<file path="src/rtl/uplink_priority_selector_table_macros.svh">
// Assertion macros shared by the uplink priority selector table RTL.
// Every macro samples on clk_i and expects rst_ni in the scope where it is used.
`ifndef UPLINK_PRIORITY_SELECTOR_TABLE_MACROS_SVH
`define UPLINK_PRIORITY_SELECTOR_TABLE_MACROS_SVH

// Checked only while the block is out of reset.
`define UPST_ASSERT(lbl, prop, msg) \
  lbl: assert property (@(posedge clk_i) disable iff (!rst_ni) (prop)) else $error(msg);

// Checked at every clock edge, during reset too.
`define UPST_ASSERT_ALWAYS(lbl, prop, msg) \
  lbl: assert property (@(posedge clk_i) (prop)) else $error(msg);

`endif

</file>
<file path="src/rtl/upst_pkg.sv">
// Shared types and constants for the uplink priority selector table.
// Used by upst_ctrl, upst_datapath and the top level; depends on nothing.
package upst_pkg;

  localparam int unsigned SlotsDefault = 8;

  typedef enum logic [1:0] {
    REQ_REGISTER   = 2'd0,
    REQ_UNREGISTER = 2'd1,
    REQ_SET_READY  = 2'd2,
    REQ_QUERY      = 2'd3
  } req_e;

  typedef enum logic [2:0] {
    ST_OK        = 3'd0,
    ST_INVALID   = 3'd1,
    ST_DUPLICATE = 3'd2,
    ST_FULL      = 3'd3,
    ST_NOT_FOUND = 3'd4
  } status_e;

  typedef struct packed {
    logic [15:0]        iface;
    logic [31:0]        name;
    logic signed [15:0] prio;
  } slot_t;

  // Commands from the controller to the datapath.
  typedef struct packed {
    logic latch;       // capture the request fields
    logic scan_start;  // restart the slot scan and clear its results
    logic scan_run;    // step the slot scan
    logic pick;        // scan selects the active uplink rather than searching
    logic apply;       // settle the status and update the table
    logic finish;      // load the result registers
  } cmd_t;

  // Status from the datapath to the controller.
  typedef struct packed {
    logic scan_done;
    logic is_query;
  } sts_t;

endpackage

</file>
<file path="src/rtl/upst_ctrl.sv">
// Controller state machine for the uplink priority selector table.
// Depends on upst_pkg and uplink_priority_selector_table_macros.svh.
`include "uplink_priority_selector_table_macros.svh"

module upst_ctrl (
  input  logic            clk_i,
  input  logic            rst_ni,
  input  logic            in_valid_i,
  output logic            in_ready_o,
  output logic            out_valid_o,
  input  logic            out_ready_i,
  input  upst_pkg::sts_t  sts_i,
  output upst_pkg::cmd_t  cmd_o
);

  typedef enum logic [4:0] {
    S_IDLE   = 5'b00001,
    S_FIND   = 5'b00010,
    S_APPLY  = 5'b00100,
    S_PICK   = 5'b01000,
    S_FINISH = 5'b10000
  } state_e;

  state_e state_q, state_d;
  logic   out_valid_q, out_valid_d;

  always_comb begin
    state_d = state_q;
    cmd_o   = '0;
    unique case (state_q)
      S_IDLE: begin
        if (in_valid_i) begin
          cmd_o.latch      = 1'b1;
          cmd_o.scan_start = 1'b1;
          state_d          = S_FIND;
        end
      end
      S_FIND: begin
        // A query leaves the table alone, so the search scan is skipped.
        if (sts_i.is_query) begin
          state_d = S_APPLY;
        end else begin
          cmd_o.scan_run = 1'b1;
          if (sts_i.scan_done) begin
            state_d = S_APPLY;
          end
        end
      end
      S_APPLY: begin
        cmd_o.apply      = 1'b1;
        cmd_o.scan_start = 1'b1;
        state_d          = S_PICK;
      end
      S_PICK: begin
        cmd_o.scan_run = 1'b1;
        cmd_o.pick     = 1'b1;
        if (sts_i.scan_done) begin
          state_d = S_FINISH;
        end
      end
      S_FINISH: begin
        if (!out_valid_q || out_ready_i) begin
          cmd_o.finish = 1'b1;
          state_d      = S_IDLE;
        end
      end
      default: begin
        state_d = S_IDLE;
      end
    endcase
  end

  always_comb begin
    out_valid_d = out_valid_q;
    if (cmd_o.finish) begin
      out_valid_d = 1'b1;
    end else if (out_ready_i) begin
      out_valid_d = 1'b0;
    end
  end

  always_ff @(posedge clk_i or negedge rst_ni) begin
    if (!rst_ni) begin
      state_q     <= S_IDLE;
      out_valid_q <= 1'b0;
    end else begin
      state_q     <= state_d;
      out_valid_q <= out_valid_d;
    end
  end

  assign in_ready_o  = (state_q == S_IDLE);
  assign out_valid_o = out_valid_q;

  `UPST_ASSERT(a_accept_starts_search, in_valid_i && in_ready_o |=> state_q == S_FIND,
               "accepted transaction did not start the search")
  `UPST_ASSERT(a_pick_done_finishes, state_q == S_PICK && sts_i.scan_done |=> state_q == S_FINISH,
               "selection scan did not end in the finish state")
  `UPST_ASSERT(a_result_from_finish, $rose(out_valid_o) |-> $past(state_q == S_FINISH),
               "result raised outside the finish state")

endmodule

</file>
<file path="src/rtl/upst_datapath.sv">
// Datapath of the uplink priority selector table: slot memory, scan unit,
// status logic and result registers. Depends on upst_pkg and the macro header.
`include "uplink_priority_selector_table_macros.svh"

module upst_datapath #(
  parameter int unsigned Slots = upst_pkg::SlotsDefault
) (
  input  logic               clk_i,
  input  logic               rst_ni,
  input  upst_pkg::cmd_t     cmd_i,
  output upst_pkg::sts_t     sts_o,
  input  logic [1:0]         req_type_i,
  input  logic [15:0]        iface_id_i,
  input  logic [31:0]        name_key_i,
  input  logic signed [15:0] route_prio_i,
  input  logic               ready_value_i,
  input  logic [15:0]        default_iface_i,
  output logic [2:0]         status_o,
  output logic               changed_o,
  output logic               active_valid_o,
  output logic [15:0]        active_iface_o,
  output logic [31:0]        active_name_o,
  output logic signed [15:0] active_prio_o
);

  localparam int unsigned IdxW = (Slots > 1) ? $clog2(Slots) : 1;
  localparam int unsigned CntW = $clog2(Slots + 1);

  // Latched request.
  upst_pkg::req_e     req_q;
  logic [15:0]        iface_q;
  logic [31:0]        name_q;
  logic signed [15:0] prio_q;
  logic               rdy_q;
  logic [15:0]        def_q;

  // Slot table: flags in flip-flops, payload in memory.
  logic [Slots-1:0]   used_q, used_d;
  logic [Slots-1:0]   ready_q, ready_d;
  upst_pkg::slot_t    mem [Slots];

  // Scan unit.
  logic [CntW-1:0]    cnt_q, cnt_d;
  logic               rd_vld_q, rd_vld_d;
  logic [IdxW-1:0]    rd_idx_q;
  upst_pkg::slot_t    rd_data_q;
  logic               mem_re;
  logic               scan_done;
  logic               eval;
  logic               cur_used;
  logic               cur_ready;
  logic               iface_hit;
  logic               name_hit;
  logic               better;

  // Search results.
  logic               dup_q, dup_d;
  logic               found_q, found_d;
  logic [IdxW-1:0]    found_idx_q, found_idx_d;
  logic               free_q, free_d;
  logic [IdxW-1:0]    free_idx_q, free_idx_d;

  // Best candidate of the selection scan.
  logic               best_vld_q, best_vld_d;
  logic [15:0]        best_iface_q, best_iface_d;
  logic [31:0]        best_name_q, best_name_d;
  logic signed [15:0] best_prio_q, best_prio_d;

  // Outcome of the request.
  upst_pkg::status_e  st_q, st_d;
  logic               chg_q;
  logic               req_ok;
  logic               mem_we;

  // Result registers.
  logic [2:0]         status_q;
  logic               changed_q;
  logic               active_valid_q;
  logic [15:0]        active_iface_q;
  logic [31:0]        active_name_q;
  logic signed [15:0] active_prio_q;

  always_ff @(posedge clk_i) begin
    if (cmd_i.latch) begin
      req_q   <= upst_pkg::req_e'(req_type_i);
      iface_q <= iface_id_i;
      name_q  <= name_key_i;
      prio_q  <= route_prio_i;
      rdy_q   <= ready_value_i;
      def_q   <= default_iface_i;
    end
  end

  assign scan_done = (cnt_q == CntW'(Slots));
  assign mem_re    = cmd_i.scan_run && !scan_done;
  assign eval      = cmd_i.scan_run && rd_vld_q;
  assign cur_used  = used_q[rd_idx_q];
  assign cur_ready = ready_q[rd_idx_q];
  assign iface_hit = (rd_data_q.iface == iface_q);
  assign name_hit  = (rd_data_q.name == name_q);

  // Later tied slots only win when they carry the default interface.
  assign better = !best_vld_q
               || ($signed(rd_data_q.prio) > $signed(best_prio_q))
               || (($signed(rd_data_q.prio) == $signed(best_prio_q))
                   && (rd_data_q.iface == def_q));

  always_comb begin
    cnt_d    = cnt_q;
    rd_vld_d = rd_vld_q;
    if (cmd_i.scan_start) begin
      cnt_d    = '0;
      rd_vld_d = 1'b0;
    end else if (cmd_i.scan_run) begin
      rd_vld_d = mem_re;
      if (mem_re) begin
        cnt_d = cnt_q + CntW'(1);
      end
    end
  end

  always_comb begin
    dup_d        = dup_q;
    found_d      = found_q;
    found_idx_d  = found_idx_q;
    free_d       = free_q;
    free_idx_d   = free_idx_q;
    best_vld_d   = best_vld_q;
    best_iface_d = best_iface_q;
    best_name_d  = best_name_q;
    best_prio_d  = best_prio_q;
    if (cmd_i.scan_start) begin
      dup_d      = 1'b0;
      found_d    = 1'b0;
      free_d     = 1'b0;
      best_vld_d = 1'b0;
    end else if (eval && cmd_i.pick) begin
      if (cur_used && cur_ready && better) begin
        best_vld_d   = 1'b1;
        best_iface_d = rd_data_q.iface;
        best_name_d  = rd_data_q.name;
        best_prio_d  = rd_data_q.prio;
      end
    end else if (eval) begin
      if (cur_used && (iface_hit || name_hit)) begin
        dup_d = 1'b1;
      end
      if (cur_used && iface_hit && !found_q) begin
        found_d     = 1'b1;
        found_idx_d = rd_idx_q;
      end
      if (!cur_used && !free_q) begin
        free_d     = 1'b1;
        free_idx_d = rd_idx_q;
      end
    end
  end

  always_comb begin
    st_d = upst_pkg::ST_OK;
    unique case (req_q)
      upst_pkg::REQ_REGISTER: begin
        if (iface_q == 16'd0 || name_q == 32'd0) begin
          st_d = upst_pkg::ST_INVALID;
        end else if (dup_q) begin
          st_d = upst_pkg::ST_DUPLICATE;
        end else if (!free_q) begin
          st_d = upst_pkg::ST_FULL;
        end
      end
      upst_pkg::REQ_UNREGISTER, upst_pkg::REQ_SET_READY: begin
        if (iface_q == 16'd0) begin
          st_d = upst_pkg::ST_INVALID;
        end else if (!found_q) begin
          st_d = upst_pkg::ST_NOT_FOUND;
        end
      end
      upst_pkg::REQ_QUERY: begin
        st_d = upst_pkg::ST_OK;
      end
      default: begin
        st_d = upst_pkg::ST_OK;
      end
    endcase
  end

  assign req_ok = cmd_i.apply && (st_d == upst_pkg::ST_OK) && (req_q != upst_pkg::REQ_QUERY);
  assign mem_we = req_ok && (req_q == upst_pkg::REQ_REGISTER);

  always_comb begin
    used_d  = used_q;
    ready_d = ready_q;
    if (req_ok) begin
      unique case (req_q)
        upst_pkg::REQ_REGISTER: begin
          used_d[free_idx_q]  = 1'b1;
          ready_d[free_idx_q] = 1'b0;
        end
        upst_pkg::REQ_UNREGISTER: begin
          used_d[found_idx_q]  = 1'b0;
          ready_d[found_idx_q] = 1'b0;
        end
        upst_pkg::REQ_SET_READY: begin
          ready_d[found_idx_q] = rdy_q;
        end
        default: begin
          used_d  = used_q;
          ready_d = ready_q;
        end
      endcase
    end
  end

  // Slot payload memory: one write port, one registered read port.
  always_ff @(posedge clk_i) begin
    if (mem_we) begin
      mem[free_idx_q] <= '{iface: iface_q, name: name_q, prio: prio_q};
    end
    if (mem_re) begin
      rd_data_q <= mem[cnt_q[IdxW-1:0]];
      rd_idx_q  <= cnt_q[IdxW-1:0];
    end
  end

  always_ff @(posedge clk_i or negedge rst_ni) begin
    if (!rst_ni) begin
      used_q     <= '0;
      ready_q    <= '0;
      cnt_q      <= '0;
      rd_vld_q   <= 1'b0;
      dup_q      <= 1'b0;
      found_q    <= 1'b0;
      free_q     <= 1'b0;
      best_vld_q <= 1'b0;
    end else begin
      used_q     <= used_d;
      ready_q    <= ready_d;
      cnt_q      <= cnt_d;
      rd_vld_q   <= rd_vld_d;
      dup_q      <= dup_d;
      found_q    <= found_d;
      free_q     <= free_d;
      best_vld_q <= best_vld_d;
    end
  end

  always_ff @(posedge clk_i) begin
    found_idx_q  <= found_idx_d;
    free_idx_q   <= free_idx_d;
    best_iface_q <= best_iface_d;
    best_name_q  <= best_name_d;
    best_prio_q  <= best_prio_d;
    if (cmd_i.apply) begin
      st_q  <= st_d;
      chg_q <= req_ok;
    end
    if (cmd_i.finish) begin
      status_q       <= st_q;
      changed_q      <= chg_q;
      active_valid_q <= best_vld_q;
      active_iface_q <= best_vld_q ? best_iface_q : 16'd0;
      active_name_q  <= best_vld_q ? best_name_q : 32'd0;
      active_prio_q  <= best_vld_q ? best_prio_q : 16'sd0;
    end
  end

  assign sts_o.scan_done = scan_done;
  assign sts_o.is_query  = (req_q == upst_pkg::REQ_QUERY);

  assign status_o       = status_q;
  assign changed_o      = changed_q;
  assign active_valid_o = active_valid_q;
  assign active_iface_o = active_iface_q;
  assign active_name_o  = active_name_q;
  assign active_prio_o  = active_prio_q;

  `UPST_ASSERT(a_write_to_free_slot, mem_we |-> !used_q[free_idx_q],
               "register wrote over a slot in use")
  `UPST_ASSERT(a_finish_after_pick, $past(cmd_i.finish) && cmd_i.apply |-> 1'b0,
               "new request applied directly after a finish")
  `UPST_ASSERT(a_change_means_ok, cmd_i.apply && req_ok |-> st_d == upst_pkg::ST_OK,
               "table changed on a failed request")

endmodule

</file>
<file path="src/rtl/uplink_priority_selector_table.sv">
// Top level of the uplink priority selector table.
// Instantiates upst_ctrl and upst_datapath; types come from upst_pkg.
//
//   Channel | Handshake              | Payload
//   --------+------------------------+-------------------------------------------
//   request | in_valid_i / in_ready_o | req_type, iface_id, name_key, route_prio,
//           |                        | ready_value, default_iface
//   result  | out_valid_o / out_ready_i | status, changed, active_valid,
//           |                        | active_iface, active_name, active_prio
//
// Results are registered in the finish step, after a search scan of the slots
// (skipped for a query), the apply step and a selection scan, and a new
// request is accepted only once the block is back in idle.
// Both slot scans go through the single read port of the slot memory.
// Reset clears all slot flags at once; the slot memory needs no clearing.
// A waiting result stalls the next request only in its finish step.

module uplink_priority_selector_table #(
  parameter int unsigned Slots = upst_pkg::SlotsDefault
) (
  input  logic               clk_i,
  input  logic               rst_ni,
  input  logic               in_valid_i,
  output logic               in_ready_o,
  input  logic [1:0]         req_type_i,
  input  logic [15:0]        iface_id_i,
  input  logic [31:0]        name_key_i,
  input  logic signed [15:0] route_prio_i,
  input  logic               ready_value_i,
  input  logic [15:0]        default_iface_i,
  output logic               out_valid_o,
  input  logic               out_ready_i,
  output logic [2:0]         status_o,
  output logic               changed_o,
  output logic               active_valid_o,
  output logic [15:0]        active_iface_o,
  output logic [31:0]        active_name_o,
  output logic signed [15:0] active_prio_o
);

  upst_pkg::cmd_t cmd;
  upst_pkg::sts_t sts;

  upst_ctrl u_ctrl (
    .clk_i       (clk_i),
    .rst_ni      (rst_ni),
    .in_valid_i  (in_valid_i),
    .in_ready_o  (in_ready_o),
    .out_valid_o (out_valid_o),
    .out_ready_i (out_ready_i),
    .sts_i       (sts),
    .cmd_o       (cmd)
  );

  upst_datapath #(
    .Slots (Slots)
  ) u_datapath (
    .clk_i           (clk_i),
    .rst_ni          (rst_ni),
    .cmd_i           (cmd),
    .sts_o           (sts),
    .req_type_i      (req_type_i),
    .iface_id_i      (iface_id_i),
    .name_key_i      (name_key_i),
    .route_prio_i    (route_prio_i),
    .ready_value_i   (ready_value_i),
    .default_iface_i (default_iface_i),
    .status_o        (status_o),
    .changed_o       (changed_o),
    .active_valid_o  (active_valid_o),
    .active_iface_o  (active_iface_o),
    .active_name_o   (active_name_o),
    .active_prio_o   (active_prio_o)
  );

endmodule
</file>
<file path="config.mk">
export PLATFORM = sky130hd
export DESIGN_NAME = uplink_priority_selector_table
export DESIGN_NICKNAME = d
export VERILOG_FILES = /design/src/rtl/upst_pkg.sv /design/src/rtl/upst_ctrl.sv /design/src/rtl/upst_datapath.sv /design/src/rtl/uplink_priority_selector_table.sv
export VERILOG_INCLUDE_DIRS = /design/src /design/src/rtl
export SDC_FILE = /design/constraint.sdc
export NUM_CORES = 1
export LEC_CHECK = 0
export BUFFER_PORTS_ARGS = -buffer_cell sky130_fd_sc_hd__buf_2
export CORE_MARGIN = 2
export CORE_UTILIZATION = 45
export DETAILED_ROUTE_END_ITERATION = 10
export PLACE_DENSITY = 0.7
export SLEW_MARGIN = 20
export SYNTH_ARGS = -nofsm -noshare
export SYNTH_HDL_FRONTEND = slang
export SYNTH_SLANG_ARGS = --single-unit
</file>
<file path="constraint.sdc">
create_clock -name clk_i -period 8.4 [get_ports clk_i]
set_clock_uncertainty 0.05 [all_clocks]
set_input_delay 0.84 -clock clk_i [delete_from_list [all_inputs] [get_ports clk_i]]
set_output_delay 0.84 -clock clk_i [all_outputs]
set_load 0.01 [all_outputs]
</file>
==> impl_metrics.env <==
export IMPL_status="completed"
export IMPL_hold_violations=0
export IMPL_die_area_mm2=0.0724
export IMPL_timing_rr_end="u_datapath.mem[1][0]"
export IMPL_port_buffers=157
export IMPL_yosys_most_used_dff="edfxtp_1"
export IMPL_p_int_mw=7.64
export IMPL_maxSlewHeadroom_pct=29.2
export IMPL_gp_congestion=0.834
export IMPL_rows=97
export IMPL_grt_pass1_vias=15170
export IMPL_synth_edf_count=805
export IMPL_numCtsBuffers=81
export IMPL_netlist_area_mm2=0.0316
export IMPL_fmax_ghz=0.208
export IMPL_die_height_um=269
export IMPL_synth_distinct_cells=57
export IMPL_yosysTopAreaCell="edfxtp_1"
export IMPL_wl_mm=66.1
export IMPL_path_clk_slew_ps=70
export IMPL_cts_setup_buffers=0
export IMPL_switching_share_pct=24.7
export IMPL_min_path_type="in2async"
export IMPL_die_x_um=269
export IMPL_clock_latency_ps=620
export IMPL_p_per_area_mw_per_mm2=280
export IMPL_synth_top_area_share_pct=76.5
export IMPL_crit_type="reg2reg"
export IMPL_tns_ps=0
export IMPL_synthTopCellsByCount="805 x edfxtp_1, 132 x mux4_2, 67 x and2_1, 67 x xor2_1, 64 x mux2_2"
export IMPL_reg2reg_slack_ps=3590
export IMPL_fin_nets=1801
export IMPL_final_max_slew_viol_count=0
export IMPL_dp_hpwl_mm=39.0
export IMPL_first_iter_violations=1609
export IMPL_power_clock_fraction_pct=34.2
export IMPL_async_flop_share_pct=3.71
export IMPL_worst_r2r_path_depth=8
export IMPL_cts_buffer_depth=3
export IMPL_floorplan_initialDensity_pct=45.3
export IMPL_syn_area_per_cell_um2=21.4
export IMPL_ctsResizeCount=0
export IMPL_fin_crit_sh_pct=57.3
export IMPL_worst_path_most_repeated_cell="buf_4"
export IMPL_syn_inst=1478
export IMPL_rsz0062_at_grt="no"
export IMPL_ys_ff_latch=836
export IMPL_path_cells="nor4_1 > nand4_1 > o2111a_1 > a2111oi_4 > buf_4 > nand3b_4 > nor2_4 > buf_4"
export IMPL_yosys_warnings=0
export IMPL_wire_per_inst_um=24.5
export IMPL_vdd_ir_drop_worst_mv=0.146
export IMPL_power_leakage_nw=11.9
export IMPL_cts_hold_buffers=0
export IMPL_area_growth_pct=14.6
export IMPL_io_pin_count=158
export IMPL_p_seq_share_pct=52.8
export IMPL_grt_ovfl_total=0
export IMPL_r2r_start="u_datapath.name_q[0]"
export IMPL_p_switching_mw=2.51
export IMPL_clock_sinks=836
export IMPL_final_setup_viol_count=0
export IMPL_seq_area_frac_synth_pct=78.9
export IMPL_finalNonFillerCells=2697
export IMPL_crit_arrival_ps=5000
export IMPL_synth_nets=1587
export IMPL_core_area_mm2=0.0698
export IMPL_worstMarginPinSlew_ps=1050
export IMPL_synthTopCellsByArea="edfxtp_1 76%, mux4_2 9.4%, dfrtp_1 2.4%"
export IMPL_max_stage_delay_ps=780
export IMPL_dr_pass1_iters=5
export IMPL_cts_max_level=3
export IMPL_maxCapViolations=0
export IMPL_drc_errors=0
export IMPL_cts_tree="yes"
export IMPL_viasPerCell=5.51
export IMPL_dp_cells=2547
export IMPL_grtUsageTotal_pct=18.4
export IMPL_drive_gt1_share_pct=30.0
export IMPL_grt_max_degree=77
export IMPL_fin_util_pct=51.9
export IMPL_layout_min_cycle_time_ps=4810
export IMPL_vias=14855
export IMPL_slowest_stage="nor2_4"
export IMPL_comb_power_share_pct=13.0
export IMPL_antenna_found_initial=1
export IMPL_grt_pass1_wl_mm=97.6
export IMPL_startpoint_type="flop"
export IMPL_crit_required_ps=8590
export IMPL_cp_max_fo=41
export IMPL_ctsRootBufferMaster="clkbuf_16"
export IMPL_end_kind="flop"
export IMPL_synth_most_common_cell="edfxtp_1"
export IMPL_antenna_left=0
[flip-flops by register name (all words and copies together), names as in the netlist, 2 cells and up]
name,cells
u_datapath.best_prio_q,16
u_datapath.active_prio_o,16
u_datapath.req_q,2
u_datapath.name_q,32
u_datapath.free_idx_q,3
u_datapath.best_name_q,32
u_datapath.status_o,3
u_datapath.rd_data_q,64
u_datapath.found_idx_q,3
u_datapath.iface_q,16
u_datapath.best_iface_q,16
u_datapath.active_name_o,32
u_datapath.active_iface_o,16
u_datapath.prio_q,16
u_datapath.rd_idx_q,3
u_datapath.cnt_q,4
u_datapath.used_q,8
u_datapath.st_q,3
u_datapath.ready_q,8
u_datapath.def_q,16
u_datapath.mem,512
u_ctrl.state_q,5
[placed cells by master, fill, tap and decap left out, types with 13 or more instances in the layout]
master / count
mux4_2: 132
xor2_1: 67
mux2_2: 64
inv_1: 27
dfrtp_1: 26
nor2_1: 17
nand2_1: 13
and2_1: 66
clkinv_1: 19
ha_1: 22
clkinv_2: 17
buf_2: 157
edfxtp_1: 805
buf_4: 25
nor4_1: 29
clkbuf_16: 83
[per-stage QoR]
stage / worst slack [ps] / hold WS (ps) / power, mW / instance area [um^2]
2_1_floorplan: 1550 / 350 / 6.30 / 31600
3_3_place_gp: 3570 / 361 / 6.74 / 33600
3_5_place_dp: 3530 / 356 / 6.78 / 33700
4_1_cts: 3500 / 234 / 10.2 / 36200
5_1_grt: 3360 / 279 / 10.5 / 36200
6_report: 3590 / 244 / 10.2 / 36200
[how the worst max path moves through the flow]
stage                                from                   end  cells past startpoint
global placement     u_datapath.name_q[1]  u_datapath.mem[3][5]                      8
floorplan           u_datapath.name_q[25]  u_datapath.mem[2][0]                      7
global route         u_datapath.name_q[2]  u_datapath.mem[3][0]                      8
finish               u_datapath.name_q[0]  u_datapath.mem[1][0]                      8
CTS                  u_datapath.name_q[0]  u_datapath.mem[3][0]                      8
detailed placement   u_datapath.name_q[0]  u_datapath.mem[3][5]                      8
[routing by layer]
metal	global-route usage [%]	up-vias	part of all wire (%)
met2	30.6	456	50
li1	-	6434	-
met4	4.70	0	2.0
met3	2.67	102	5.3
met5	0	-	0
met1	25.8	7863	43
[power groups by stage]
stage / logic, mW / registers [mW] / clock network (mW)
4_1_cts: 1.29 / 5.41 / 3.54
5_1_grt: 1.43 / 5.40 / 3.70
3_3_place_gp: 1.26 / 5.47 / 0
3_5_place_dp: 1.28 / 5.50 / 0
2_1_floorplan: 1.00 / 5.30 / 0
6_report: 1.32 / 5.36 / 3.47
[area by class of cell]
class / count / area [um^2]
Multi-Input combinational cell: 559 / 6400
Clock buffer: 94 / 2130
Inverter: 28 / 105
Clock inverter: 53 / 403
Sequential cell: 836 / 25000
Timing Repair Buffer: 186 / 1070
Fill cell: 5328 / 33500
Tap cell: 940 / 1180
Antenna cell: 1 / 2.50
[critical path: cells and delay by family, from the launching register on]
| family | cells | cell delay [ps] |
|---|---|---|
| and+or+nand+nor | 4 | 1970 |
| buffers and inverters | 2 | 1100 |
| AOI/OAI and AO/OA | 2 | 720 |
| DFF | 1 | 530 |
[cell families after synthesis]
family / share of synthesized area (%)
muxes: 11.7
and+or+nand+nor: 3.79
buffers and inverters: 1.11
adders and majority gates: 0.871
xor gates and xnor gates: 1.91
AOI/OAI and AO/OA: 1.66
DFF: 78.9
No activity file was read; power rests on OpenSTA's default activity.
